**src/rtl/itp_pkg.sv**
```systemverilog
`timescale 1ns / 1ps
`default_nettype none

package itp_pkg;

	typedef logic [2:0] op_code_t;
	typedef logic [1:0] weight_t;

	localparam op_code_t CODE_OPEN  = 3'd0;
	localparam op_code_t CODE_PLUS  = 3'd1;
	localparam op_code_t CODE_MINUS = 3'd2;
	localparam op_code_t CODE_MUL   = 3'd3;
	localparam op_code_t CODE_DIV   = 3'd4;

	localparam logic [7:0] CH_SPACE = 8'h20;
	localparam logic [7:0] CH_OPEN  = 8'h28;
	localparam logic [7:0] CH_CLOSE = 8'h29;
	localparam logic [7:0] CH_MUL   = 8'h2A;
	localparam logic [7:0] CH_PLUS  = 8'h2B;
	localparam logic [7:0] CH_MINUS = 8'h2D;
	localparam logic [7:0] CH_DIV   = 8'h2F;
	localparam logic [7:0] CH_0     = 8'h30;
	localparam logic [7:0] CH_9     = 8'h39;
	localparam logic [7:0] CH_UA    = 8'h41;
	localparam logic [7:0] CH_UZ    = 8'h5A;
	localparam logic [7:0] CH_LA    = 8'h61;
	localparam logic [7:0] CH_LZ    = 8'h7A;
	localparam logic [7:0] CH_NUL   = 8'h00;

	function automatic logic [7:0] code_char(input op_code_t code);
		logic [7:0] c;
		case (code)
			CODE_OPEN:  c = CH_OPEN;
			CODE_PLUS:  c = CH_PLUS;
			CODE_MINUS: c = CH_MINUS;
			CODE_MUL:   c = CH_MUL;
			CODE_DIV:   c = CH_DIV;
			default:    c = CH_NUL;
		endcase
		return c;
	endfunction

	function automatic weight_t code_weight(input op_code_t code);
		weight_t w;
		case (code)
			CODE_PLUS, CODE_MINUS: w = 2'd1;
			CODE_MUL, CODE_DIV:    w = 2'd2;
			default:               w = 2'd0;
		endcase
		return w;
	endfunction

endpackage

`default_nettype wire

```
**src/rtl/itp_in_if.sv**
```systemverilog
`timescale 1ns / 1ps
`default_nettype none

interface itp_in_if;
	logic       valid;
	logic       ready;
	logic [7:0] in_char;
	logic       end_of_expression;

	modport source(output valid, output in_char, output end_of_expression, input ready);
	modport sink(input valid, input in_char, input end_of_expression, output ready);
endinterface

`default_nettype wire

```
**src/rtl/itp_out_if.sv**
```systemverilog
`timescale 1ns / 1ps
`default_nettype none

interface itp_out_if;
	logic       valid;
	logic       ready;
	logic [7:0] out_char;
	logic       char_valid;
	logic       end_of_output;
	logic       stack_overflow;
	logic       unmatched_close;

	modport source(output valid, output out_char, output char_valid, output end_of_output,
		output stack_overflow, output unmatched_close, input ready);
	modport sink(input valid, input out_char, input char_valid, input end_of_output,
		input stack_overflow, input unmatched_close, output ready);
endinterface

`default_nettype wire

```
**src/rtl/itp_stack_ram.sv**
```systemverilog
`timescale 1ns / 1ps
`default_nettype none

module itp_stack_ram #(
	parameter int DEPTH = 16,
	localparam int AW = (DEPTH > 1) ? $clog2(DEPTH) : 1
) (
	input  wire               clk,
	input  wire               wr_en,
	input  wire [AW-1:0]      wr_addr,
	input  itp_pkg::op_code_t wr_data,
	input  wire               rd_en,
	input  wire [AW-1:0]      rd_addr,
	output itp_pkg::op_code_t rd_data
);

	itp_pkg::op_code_t mem [DEPTH];
	itp_pkg::op_code_t rd_data_q;

	always_ff @(posedge clk) begin
		if (wr_en) begin
			mem[wr_addr] <= wr_data;
		end
	end

	// hold the last read word until the next read
	always_ff @(posedge clk) begin
		if (rd_en) begin
			rd_data_q <= mem[rd_addr];
		end
	end

	assign rd_data = rd_data_q;

endmodule

`default_nettype wire

```
**src/rtl/infix_to_postfix_converter.sv**
```systemverilog
// A letter or digit goes through S_CHAR into the output register. Items go one at a time
// (ready only in S_IDLE): '(', a space or an ignored byte needs no other state; an operator
// pops, then emits its space in S_SPACE; ')' pops and drops '(' in S_CHK; a flush pops all,
// then S_MARK. Each pop reads the stack RAM in S_RD before S_CHK; emits wait on the output.
// Reset: arst_n clears the sequencer, the stack count, both sticky flags and the output
// valid; the stack RAM is left as is and needs no clearing pass.
`timescale 1ns / 1ps
`default_nettype none

module infix_to_postfix_converter #(
	parameter int STACK_DEPTH = 16
) (
	input wire     clk,
	input wire     arst_n,
	itp_in_if.sink   char_in,
	itp_out_if.source char_out
);

	localparam int AW = (STACK_DEPTH > 1) ? $clog2(STACK_DEPTH) : 1;
	localparam int CW = $clog2(STACK_DEPTH + 1);
	localparam logic [CW-1:0] DEPTH_C = CW'(STACK_DEPTH);

	localparam logic [2:0] S_IDLE  = 3'd0;
	localparam logic [2:0] S_CHAR  = 3'd1;
	localparam logic [2:0] S_RD    = 3'd2;
	localparam logic [2:0] S_CHK   = 3'd3;
	localparam logic [2:0] S_POPC  = 3'd4;
	localparam logic [2:0] S_SPACE = 3'd5;
	localparam logic [2:0] S_MARK  = 3'd6;

	localparam logic [1:0] M_OP    = 2'd0;
	localparam logic [1:0] M_CLOSE = 2'd1;
	localparam logic [1:0] M_FLUSH = 2'd2;

	logic [2:0]        state_q, state_d;
	logic [1:0]        mode_q, mode_d;
	logic [CW-1:0]     count_q;
	logic              overflow_q, close_err_q;
	logic              last_q;
	logic [7:0]        ch_q;
	itp_pkg::op_code_t op_q;

	logic              out_valid_q;
	logic [7:0]        out_char_q;
	logic              out_cv_q, out_end_q, out_ovf_q, out_cls_q;

	logic              slot_free;
	logic              accept;
	logic              emit;
	logic [7:0]        emit_char;
	logic              emit_cv, emit_end;
	logic              push_req;
	itp_pkg::op_code_t push_code;
	logic              pop;
	logic              drop_open;
	logic              set_close_err;
	logic              full;
	logic              rd_en;
	itp_pkg::op_code_t top_code;
	itp_pkg::op_code_t stack_rd_data;
	logic              top_pops;

	logic [7:0]        c;
	logic              is_space, is_alnum, is_open, is_close, is_op;
	itp_pkg::op_code_t in_code;

	assign slot_free = !out_valid_q || char_out.ready;
	assign char_in.ready = (state_q == S_IDLE);
	assign accept = char_in.valid && char_in.ready;
	assign full = (count_q >= DEPTH_C);

	// decode the incoming character
	always_comb begin
		c = char_in.in_char;
		is_space = (c == itp_pkg::CH_SPACE);
		is_open  = (c == itp_pkg::CH_OPEN);
		is_close = (c == itp_pkg::CH_CLOSE);
		is_alnum = (c >= itp_pkg::CH_0 && c <= itp_pkg::CH_9) ||
			(c >= itp_pkg::CH_UA && c <= itp_pkg::CH_UZ) ||
			(c >= itp_pkg::CH_LA && c <= itp_pkg::CH_LZ);
		is_op = 1'b1;
		case (c)
			itp_pkg::CH_PLUS:  in_code = itp_pkg::CODE_PLUS;
			itp_pkg::CH_MINUS: in_code = itp_pkg::CODE_MINUS;
			itp_pkg::CH_MUL:   in_code = itp_pkg::CODE_MUL;
			itp_pkg::CH_DIV:   in_code = itp_pkg::CODE_DIV;
			default: begin
				in_code = itp_pkg::CODE_OPEN;
				is_op = 1'b0;
			end
		endcase
	end

	assign top_code = stack_rd_data;

	always_comb begin
		top_pops = (mode_q == M_FLUSH) ||
			((top_code != itp_pkg::CODE_OPEN) &&
			((mode_q == M_CLOSE) ||
			(itp_pkg::code_weight(top_code) >= itp_pkg::code_weight(op_q))));
	end

	always_comb begin
		state_d = state_q;
		mode_d = mode_q;
		emit = 1'b0;
		emit_char = itp_pkg::CH_SPACE;
		emit_cv = 1'b1;
		emit_end = 1'b0;
		push_req = 1'b0;
		push_code = op_q;
		pop = 1'b0;
		drop_open = 1'b0;
		set_close_err = 1'b0;
		rd_en = 1'b0;
		case (state_q)
			S_IDLE: begin
				if (accept) begin
					if (is_alnum) begin
						state_d = S_CHAR;
					end else if (is_op) begin
						mode_d = M_OP;
						state_d = S_RD;
					end else if (is_close) begin
						mode_d = M_CLOSE;
						state_d = S_RD;
					end else begin
						if (is_open && !is_space) begin
							push_req = 1'b1;
							push_code = itp_pkg::CODE_OPEN;
						end
						if (char_in.end_of_expression) begin
							mode_d = M_FLUSH;
							state_d = S_RD;
						end
					end
				end
			end
			S_CHAR: begin
				if (slot_free) begin
					emit = 1'b1;
					emit_char = ch_q;
					mode_d = M_OP;
					state_d = last_q ? S_RD : S_IDLE;
					if (last_q) begin
						mode_d = M_FLUSH;
					end
				end
			end
			S_RD: begin
				if (count_q != '0) begin
					rd_en = 1'b1;
					state_d = S_CHK;
				end else begin
					case (mode_q)
						M_OP:    state_d = S_SPACE;
						M_FLUSH: state_d = S_MARK;
						default: begin
							set_close_err = 1'b1;
							state_d = last_q ? S_RD : S_IDLE;
							mode_d = M_FLUSH;
						end
					endcase
				end
			end
			S_CHK: begin
				if (top_pops) begin
					if (slot_free) begin
						emit = 1'b1;
						pop = 1'b1;
						state_d = S_POPC;
					end
				end else if (mode_q == M_OP) begin
					state_d = S_SPACE;
				end else begin
					drop_open = 1'b1;
					state_d = last_q ? S_RD : S_IDLE;
					mode_d = M_FLUSH;
				end
			end
			S_POPC: begin
				if (slot_free) begin
					emit = 1'b1;
					emit_char = itp_pkg::code_char(top_code);
					state_d = S_RD;
				end
			end
			S_SPACE: begin
				if (slot_free) begin
					emit = 1'b1;
					push_req = 1'b1;
					state_d = last_q ? S_RD : S_IDLE;
					mode_d = M_FLUSH;
				end
			end
			S_MARK: begin
				if (slot_free) begin
					emit = 1'b1;
					emit_char = itp_pkg::CH_NUL;
					emit_cv = 1'b0;
					emit_end = 1'b1;
					state_d = S_IDLE;
				end
			end
			default: begin
				state_d = S_IDLE;
			end
		endcase
	end

	logic [CW-1:0] top_idx;
	assign top_idx = count_q - CW'(1);

	itp_stack_ram #(
		.DEPTH(STACK_DEPTH)
	) u_stack (
		.clk     (clk),
		.wr_en   (push_req && !full),
		.wr_addr (count_q[AW-1:0]),
		.wr_data (push_code),
		.rd_en   (rd_en),
		.rd_addr (top_idx[AW-1:0]),
		.rd_data (stack_rd_data)
	);

	always_ff @(posedge clk or negedge arst_n) begin
		if (!arst_n) begin
			state_q <= S_IDLE;
			mode_q <= M_OP;
			count_q <= '0;
			overflow_q <= 1'b0;
			close_err_q <= 1'b0;
			last_q <= 1'b0;
		end else begin
			state_q <= state_d;
			mode_q <= mode_d;
			if (accept) begin
				last_q <= char_in.end_of_expression;
			end
			if (push_req && !full) begin
				count_q <= count_q + CW'(1);
			end else if (pop || drop_open) begin
				count_q <= top_idx;
			end
			// the flag lands after the item emitted in the same cycle
			if (push_req && full) begin
				overflow_q <= 1'b1;
			end
			if (set_close_err) begin
				close_err_q <= 1'b1;
			end
		end
	end

	always_ff @(posedge clk) begin
		if (accept) begin
			ch_q <= char_in.in_char;
			op_q <= in_code;
		end
	end

	always_ff @(posedge clk or negedge arst_n) begin
		if (!arst_n) begin
			out_valid_q <= 1'b0;
		end else if (emit) begin
			out_valid_q <= 1'b1;
		end else if (char_out.ready) begin
			out_valid_q <= 1'b0;
		end
	end

	always_ff @(posedge clk) begin
		if (emit) begin
			out_char_q <= emit_char;
			out_cv_q <= emit_cv;
			out_end_q <= emit_end;
			out_ovf_q <= overflow_q;
			out_cls_q <= close_err_q;
		end
	end

	assign char_out.valid = out_valid_q;
	assign char_out.out_char = out_char_q;
	assign char_out.char_valid = out_cv_q;
	assign char_out.end_of_output = out_end_q;
	assign char_out.stack_overflow = out_ovf_q;
	assign char_out.unmatched_close = out_cls_q;

	a_count_bound: assert property (@(posedge clk) disable iff (!arst_n)
		count_q <= DEPTH_C)
		else $error("stack count above depth");

	a_chk_nonempty: assert property (@(posedge clk) disable iff (!arst_n)
		(state_q == S_CHK) |-> (count_q != '0))
		else $error("stack decision on an empty stack");

	a_ovf_sticky: assert property (@(posedge clk) disable iff (!arst_n)
		overflow_q |=> overflow_q)
		else $error("overflow flag cleared");

	a_cls_sticky: assert property (@(posedge clk) disable iff (!arst_n)
		close_err_q |=> close_err_q)
		else $error("unmatched close flag cleared");

	a_emit_slot: assert property (@(posedge clk) disable iff (!arst_n)
		(out_valid_q && !char_out.ready) |=> $stable(out_char_q))
		else $error("output item overwritten while stalled");

endmodule

`default_nettype wire

```
**src/flat_wrapper.sv**
```systemverilog
// flat-port wrapper written by rule: the top's interface ports become plain ports
module infix_to_postfix_converter_flat 
#(
	parameter int STACK_DEPTH = 16
)
  (clk, arst_n, char_in_valid, char_in_in_char, char_in_end_of_expression, char_in_ready, char_out_valid, char_out_out_char, char_out_char_valid, char_out_end_of_output, char_out_stack_overflow, char_out_unmatched_close, char_out_ready);
  itp_in_if char_in_i ();
  itp_out_if char_out_i ();
  input wire clk;
  input wire arst_n;
  input wire logic [$bits(char_in_i.valid)-1:0] char_in_valid;
  input wire logic [$bits(char_in_i.in_char)-1:0] char_in_in_char;
  input wire logic [$bits(char_in_i.end_of_expression)-1:0] char_in_end_of_expression;
  output wire logic [$bits(char_in_i.ready)-1:0] char_in_ready;
  output wire logic [$bits(char_out_i.valid)-1:0] char_out_valid;
  output wire logic [$bits(char_out_i.out_char)-1:0] char_out_out_char;
  output wire logic [$bits(char_out_i.char_valid)-1:0] char_out_char_valid;
  output wire logic [$bits(char_out_i.end_of_output)-1:0] char_out_end_of_output;
  output wire logic [$bits(char_out_i.stack_overflow)-1:0] char_out_stack_overflow;
  output wire logic [$bits(char_out_i.unmatched_close)-1:0] char_out_unmatched_close;
  input wire logic [$bits(char_out_i.ready)-1:0] char_out_ready;
  assign char_in_i.valid = char_in_valid;
  assign char_in_i.in_char = char_in_in_char;
  assign char_in_i.end_of_expression = char_in_end_of_expression;
  assign char_in_ready = char_in_i.ready;
  assign char_out_valid = char_out_i.valid;
  assign char_out_out_char = char_out_i.out_char;
  assign char_out_char_valid = char_out_i.char_valid;
  assign char_out_end_of_output = char_out_i.end_of_output;
  assign char_out_stack_overflow = char_out_i.stack_overflow;
  assign char_out_unmatched_close = char_out_i.unmatched_close;
  assign char_out_i.ready = char_out_ready;
  infix_to_postfix_converter #(.STACK_DEPTH(STACK_DEPTH)) u_core (.clk(clk), .arst_n(arst_n), .char_in(char_in_i), .char_out(char_out_i));
endmodule
```
**config.mk**
```make
export PLATFORM = sky130hd
export DESIGN_NAME = infix_to_postfix_converter_flat
export DESIGN_NICKNAME = d
export VERILOG_FILES = /design/src/rtl/itp_pkg.sv /design/src/rtl/itp_in_if.sv /design/src/rtl/itp_out_if.sv /design/src/rtl/itp_stack_ram.sv /design/src/rtl/infix_to_postfix_converter.sv /design/src/flat_wrapper.sv
export SDC_FILE = /design/constraint.sdc
export NUM_CORES = 1
export LEC_CHECK = 0
export ABC_AREA = 1
export BUFFER_PORTS_ARGS = -buffer_cell sky130_fd_sc_hd__buf_2
export CAP_MARGIN = 30
export CORE_AREA = 8 8 99 101
export CTS_BUF_LIST = sky130_fd_sc_hd__clkbuf_8 sky130_fd_sc_hd__clkbuf_16
export DETAILED_ROUTE_END_ITERATION = 10
export DIE_AREA = 0 0 107 109
export PLACE_DENSITY = 0.72
export RECOVER_POWER = 25
export SLEW_MARGIN = 15
export SYNTH_ARGS = -nofsm -noshare
export SYNTH_HDL_FRONTEND = slang
export SYNTH_HIERARCHICAL = 1
export SYNTH_SLANG_ARGS = --single-unit
```
**constraint.sdc**
```tcl
create_clock -name clk -period 2.25 [get_ports clk]
set_input_delay 0.1125 -clock clk [delete_from_list [all_inputs] [get_ports clk]]
set_output_delay 0.1125 -clock clk [all_outputs]
set_load 0.02 [all_outputs]
```
==> flow_summary.ini <==
[worst_hold_path]
min_from = char_in_valid
hp-class = input pin to register
hold_depth = 4
min_to = u_core/last_q

[synth]
ys_seq_area_frac = 0.5796
synth.top_cell.area_share = 0.5007
synthArstFlopShare = 0.1591
postSynthCellCount = 495
yosysWarnings = 6
synth_flop_cell = edfxtp_1
synth.cell_area_mm2 = 0.004438
syn_nets = 512
synth_cell_type_count = 35
yosysTopAreaCell = edfxtp_1
synth_edf_count = 74
synthTopCellsByArea = edfxtp_1 (50%), nand2_1 (12%), dfrtp_1 (7.9%)
avgSynthCellArea_um2 = 8.966
synth-seq-cells = 88

[clock_network]
clock_sinks = 88
numCtsBuffers = 9
clk_pin_slew_ps = 80
insertion_delay_ps = 350
cts_buffer_depth = 2
htreeDepth = 3
ctsRootBufferMaster = clkbuf_8
cts_tree = yes

[worst_setup_path]
cp.buffers_inverters = 4
crit_chain = dlygate4sd3_1, buf_2, inv_1, nand2_1, nor2_2, nand2_1, o21ai_4, nand2_4, clkinv_2, nand3b_1, nor2_1
rr_worst_depth = 12
regToRegSetupSlack_ps = 170
regToRegEndpoint = u_core/char_out.char_valid
crit_path_start_kind = input pin
crit_required_ps = 2280
crit_family = simple AND/OR/NAND/NOR gates
max_stage_delay_ps = 550
rr_startpoint = u_core/u_stack/rd_data[0]
slowest_stage = dlygate4sd3_1
crit_arrival_ps = 2170
crit_type = input pin to register
path_common_cell = nand2_1
critPathCaptureType = register
cp_max_fo = 6

[status]
status = finished clean

[route]
drtPass1Iterations = 6
wl_per_cell_um = 14.16
ant_nets = 0
drt_iter0_markers = 177
drt-vias-per-instance = 5.132
drc = 0
num_vias = 3392
routed_wl_mm = 9.363

[timing]
slew_viol_final = 0
relSlewSlack = 0.4913
finalCriticalPeriod_ps = 2143
rsz0062_at_grt = true
worstMarginPinSlew_ps = 763.0
setup_violations = 0
fin_tns_setup_ps = 0
fmax_mhz = 466.6
period_share = 0.9525
finalClockSkew_ps = 7.013
hold_viol = 0

[layout]
final_cell_mix = nand2_1 (141), inv_1 (77), edfxtp_1 (74), nand3_1 (53), nor2_1 (47)
fin_area_mm2 = 0.005065
area_growth_syn_to_layout_pct = 14.12
drive_gt1_frac = 0.1175
fill_cells = 699
nNetsFinal = 565
n_antenna_cell = 0
layout_commonest_cell = nand2_1

[power_and_ir_drop]
leakage_uw = 0.002252
peakVddDrop_uv = 846.3
comb_power_share = 0.464
seqPwrFrac = 0.360
intPower_uw = 3782
swShare = 0.4197
p_per_area_mw_per_mm2 = 1287
clockPowerShare = 0.176
p_sw_uw = 2736

[floorplanning]
rows = 34
coreArea_mm2 = 0.008381
ios = 27
die_h_um = 109
die_area_mm2 = 0.01166
die_x_um = 107
start_util = 0.5296

[global_route]
grt_usage = 0.1713
grt_pass1_vias = 3353
grt_max_degree = 25
grt_overflow = 0
grt_pass1_wl_mm = 15.50
antenna_found_initial = 0

[run]
drv_cap = 0

[placed_design]
dp_hpwl_mm = 7.028
place_area_mm2 = 0.004772
gp_congestion = 0.9323
io_buffers = 26
flip-flops by register name (all words and copies together) (netlist names):
signal and cells:
u_core/ch_q 8, u_core/char_out.char_valid 1, u_core/char_out.end_of_output 1, u_core/char_out.out_char 8
u_core/char_out.stack_overflow 1, u_core/char_out.unmatched_close 1, u_core/char_out.valid 1, u_core/close_err_q 1
u_core/count_q 5, u_core/last_q 1, u_core/mode_q 2, u_core/op_q 3
u_core/overflow_q 1, u_core/state_q 3, u_core/u_stack/mem 48, u_core/u_stack/rd_data 3
layer usage:
| layer | track usage | vias up | share of wire |
|---|---|---|---|
| met5 | 0 | - | 0 |
| li1 | - | 1712 | - |
| met2 | 0.3117 | 83 | 0.52 |
| met3 | 0.02896 | 22 | 0.039 |
| met4 | 0.08141 | 0 | 0.026 |
| met1 | 0.1919 | 1575 | 0.41 |
cells by family after synthesis:
family	synth area share
buffers and inverters	0.08740
xor gates and xnor gates	0.007895
AOI/OAI and AO/OA	0.04539
DFF	0.5796
adders and majority gates	0.01128
and+or+nand+nor	0.2684
power groups by stage:
stage,clock network (µW),registers (µW),logic [µW]
6_report,1150,2350,3020
5_1_grt,1250,2390,3370
4_1_cts,1170,2340,3030
3_5_place_dp,0,2380,2990
3_3_place_gp,0,2360,2930
2_1_floorplan,0,2480,1990
worst reg2reg max path: stages (launching register included):
cell and delay [ps]:
edfxtp_1 470, a21oi_2 200, o21ai_2 90, ha_1 270, o21ai_0 80, nand2_1 70
nand2_1 70, nand2_1 80, nand2_2 60, nand2_1 100, inv_2 60, nor2_4 120
buf_12 140
metrics by stage:
step	utilization	hold WS [ps]	worst slack, ps	power, µW	instances
detailed placement	0.5694	28.26	50.38	5370	636
finish	0.6044	85.16	106.9	6518	661
global route	0.6044	101.6	-48.11	7005	661
global placement	0.5667	21.14	175.6	5289	633
floorplan	-	-183.1	82.84	4467	495
CTS	0.6054	12.31	24.90	6536	661
how the worst max path moves through the flow:
| stage | start | to | slack, ps | cells after the start |
|---|---|---|---|---|
| floorplan | u_core/u_stack/rd_data[0] | u_core/char_out.char_valid | 80 | 11 |
| global placement | u_core/u_stack/rd_data[0] | u_core/char_out.out_char[7] | 180 | 12 |
| detailed placement | u_core/u_stack/rd_data[0] | u_core/char_out.out_char[7] | 50 | 12 |
| CTS | u_core/u_stack/rd_data[0] | u_core/char_out.char_valid | 20 | 12 |
| global route | char_in_in_char[4] | u_core/u_stack/mem[8][2] | -50 | 11 |
| finish | char_in_in_char[4] | u_core/u_stack/mem[8][2] | 110 | 11 |
what timing repair did:
action	in CTS	in global routing
setup buffers	0	0
hold endpoints to repair	22	0
setup endpoints to repair	0	34
resized for setup	0	9
hold buffers	9	0
cell usage after synthesis, types with 2 or more instances:
cell and number:
buf_4 2, o21ai_0 13, buf_6 3, edfxtp_1 74, nand3_2 3, ha_1 4
nor3_1 3, inv_2 4, nand3_1 53, dfrtp_1 14, nand2_4 2, buf_2 2
nand2_1 142, inv_1 77, xor2_1 3, nand4_1 9, nand3b_1 2, clkbuf_1 2
nor2_2 5, o21ai_1 3, nor2_1 50, a21oi_1 10, o211ai_1 2, inv_4 2
cell type report:
| cell class | instances | area, µm² | share of cell area |
|---|---|---|---|
| sequential | 88 | 2572 | 0.5079 |
| multi-input combinational | 314 | 1500 | 0.2962 |
| timing repair buffer | 51 | 324.1 | 0.06398 |
| inverter | 84 | 321.6 | 0.06349 |
| tap | 108 | 135.1 | 0.02668 |
| clock buffer | 9 | 123.9 | 0.02446 |
| clock inverter | 7 | 87.58 | 0.01729 |
(Power assumes the default switching activity.)
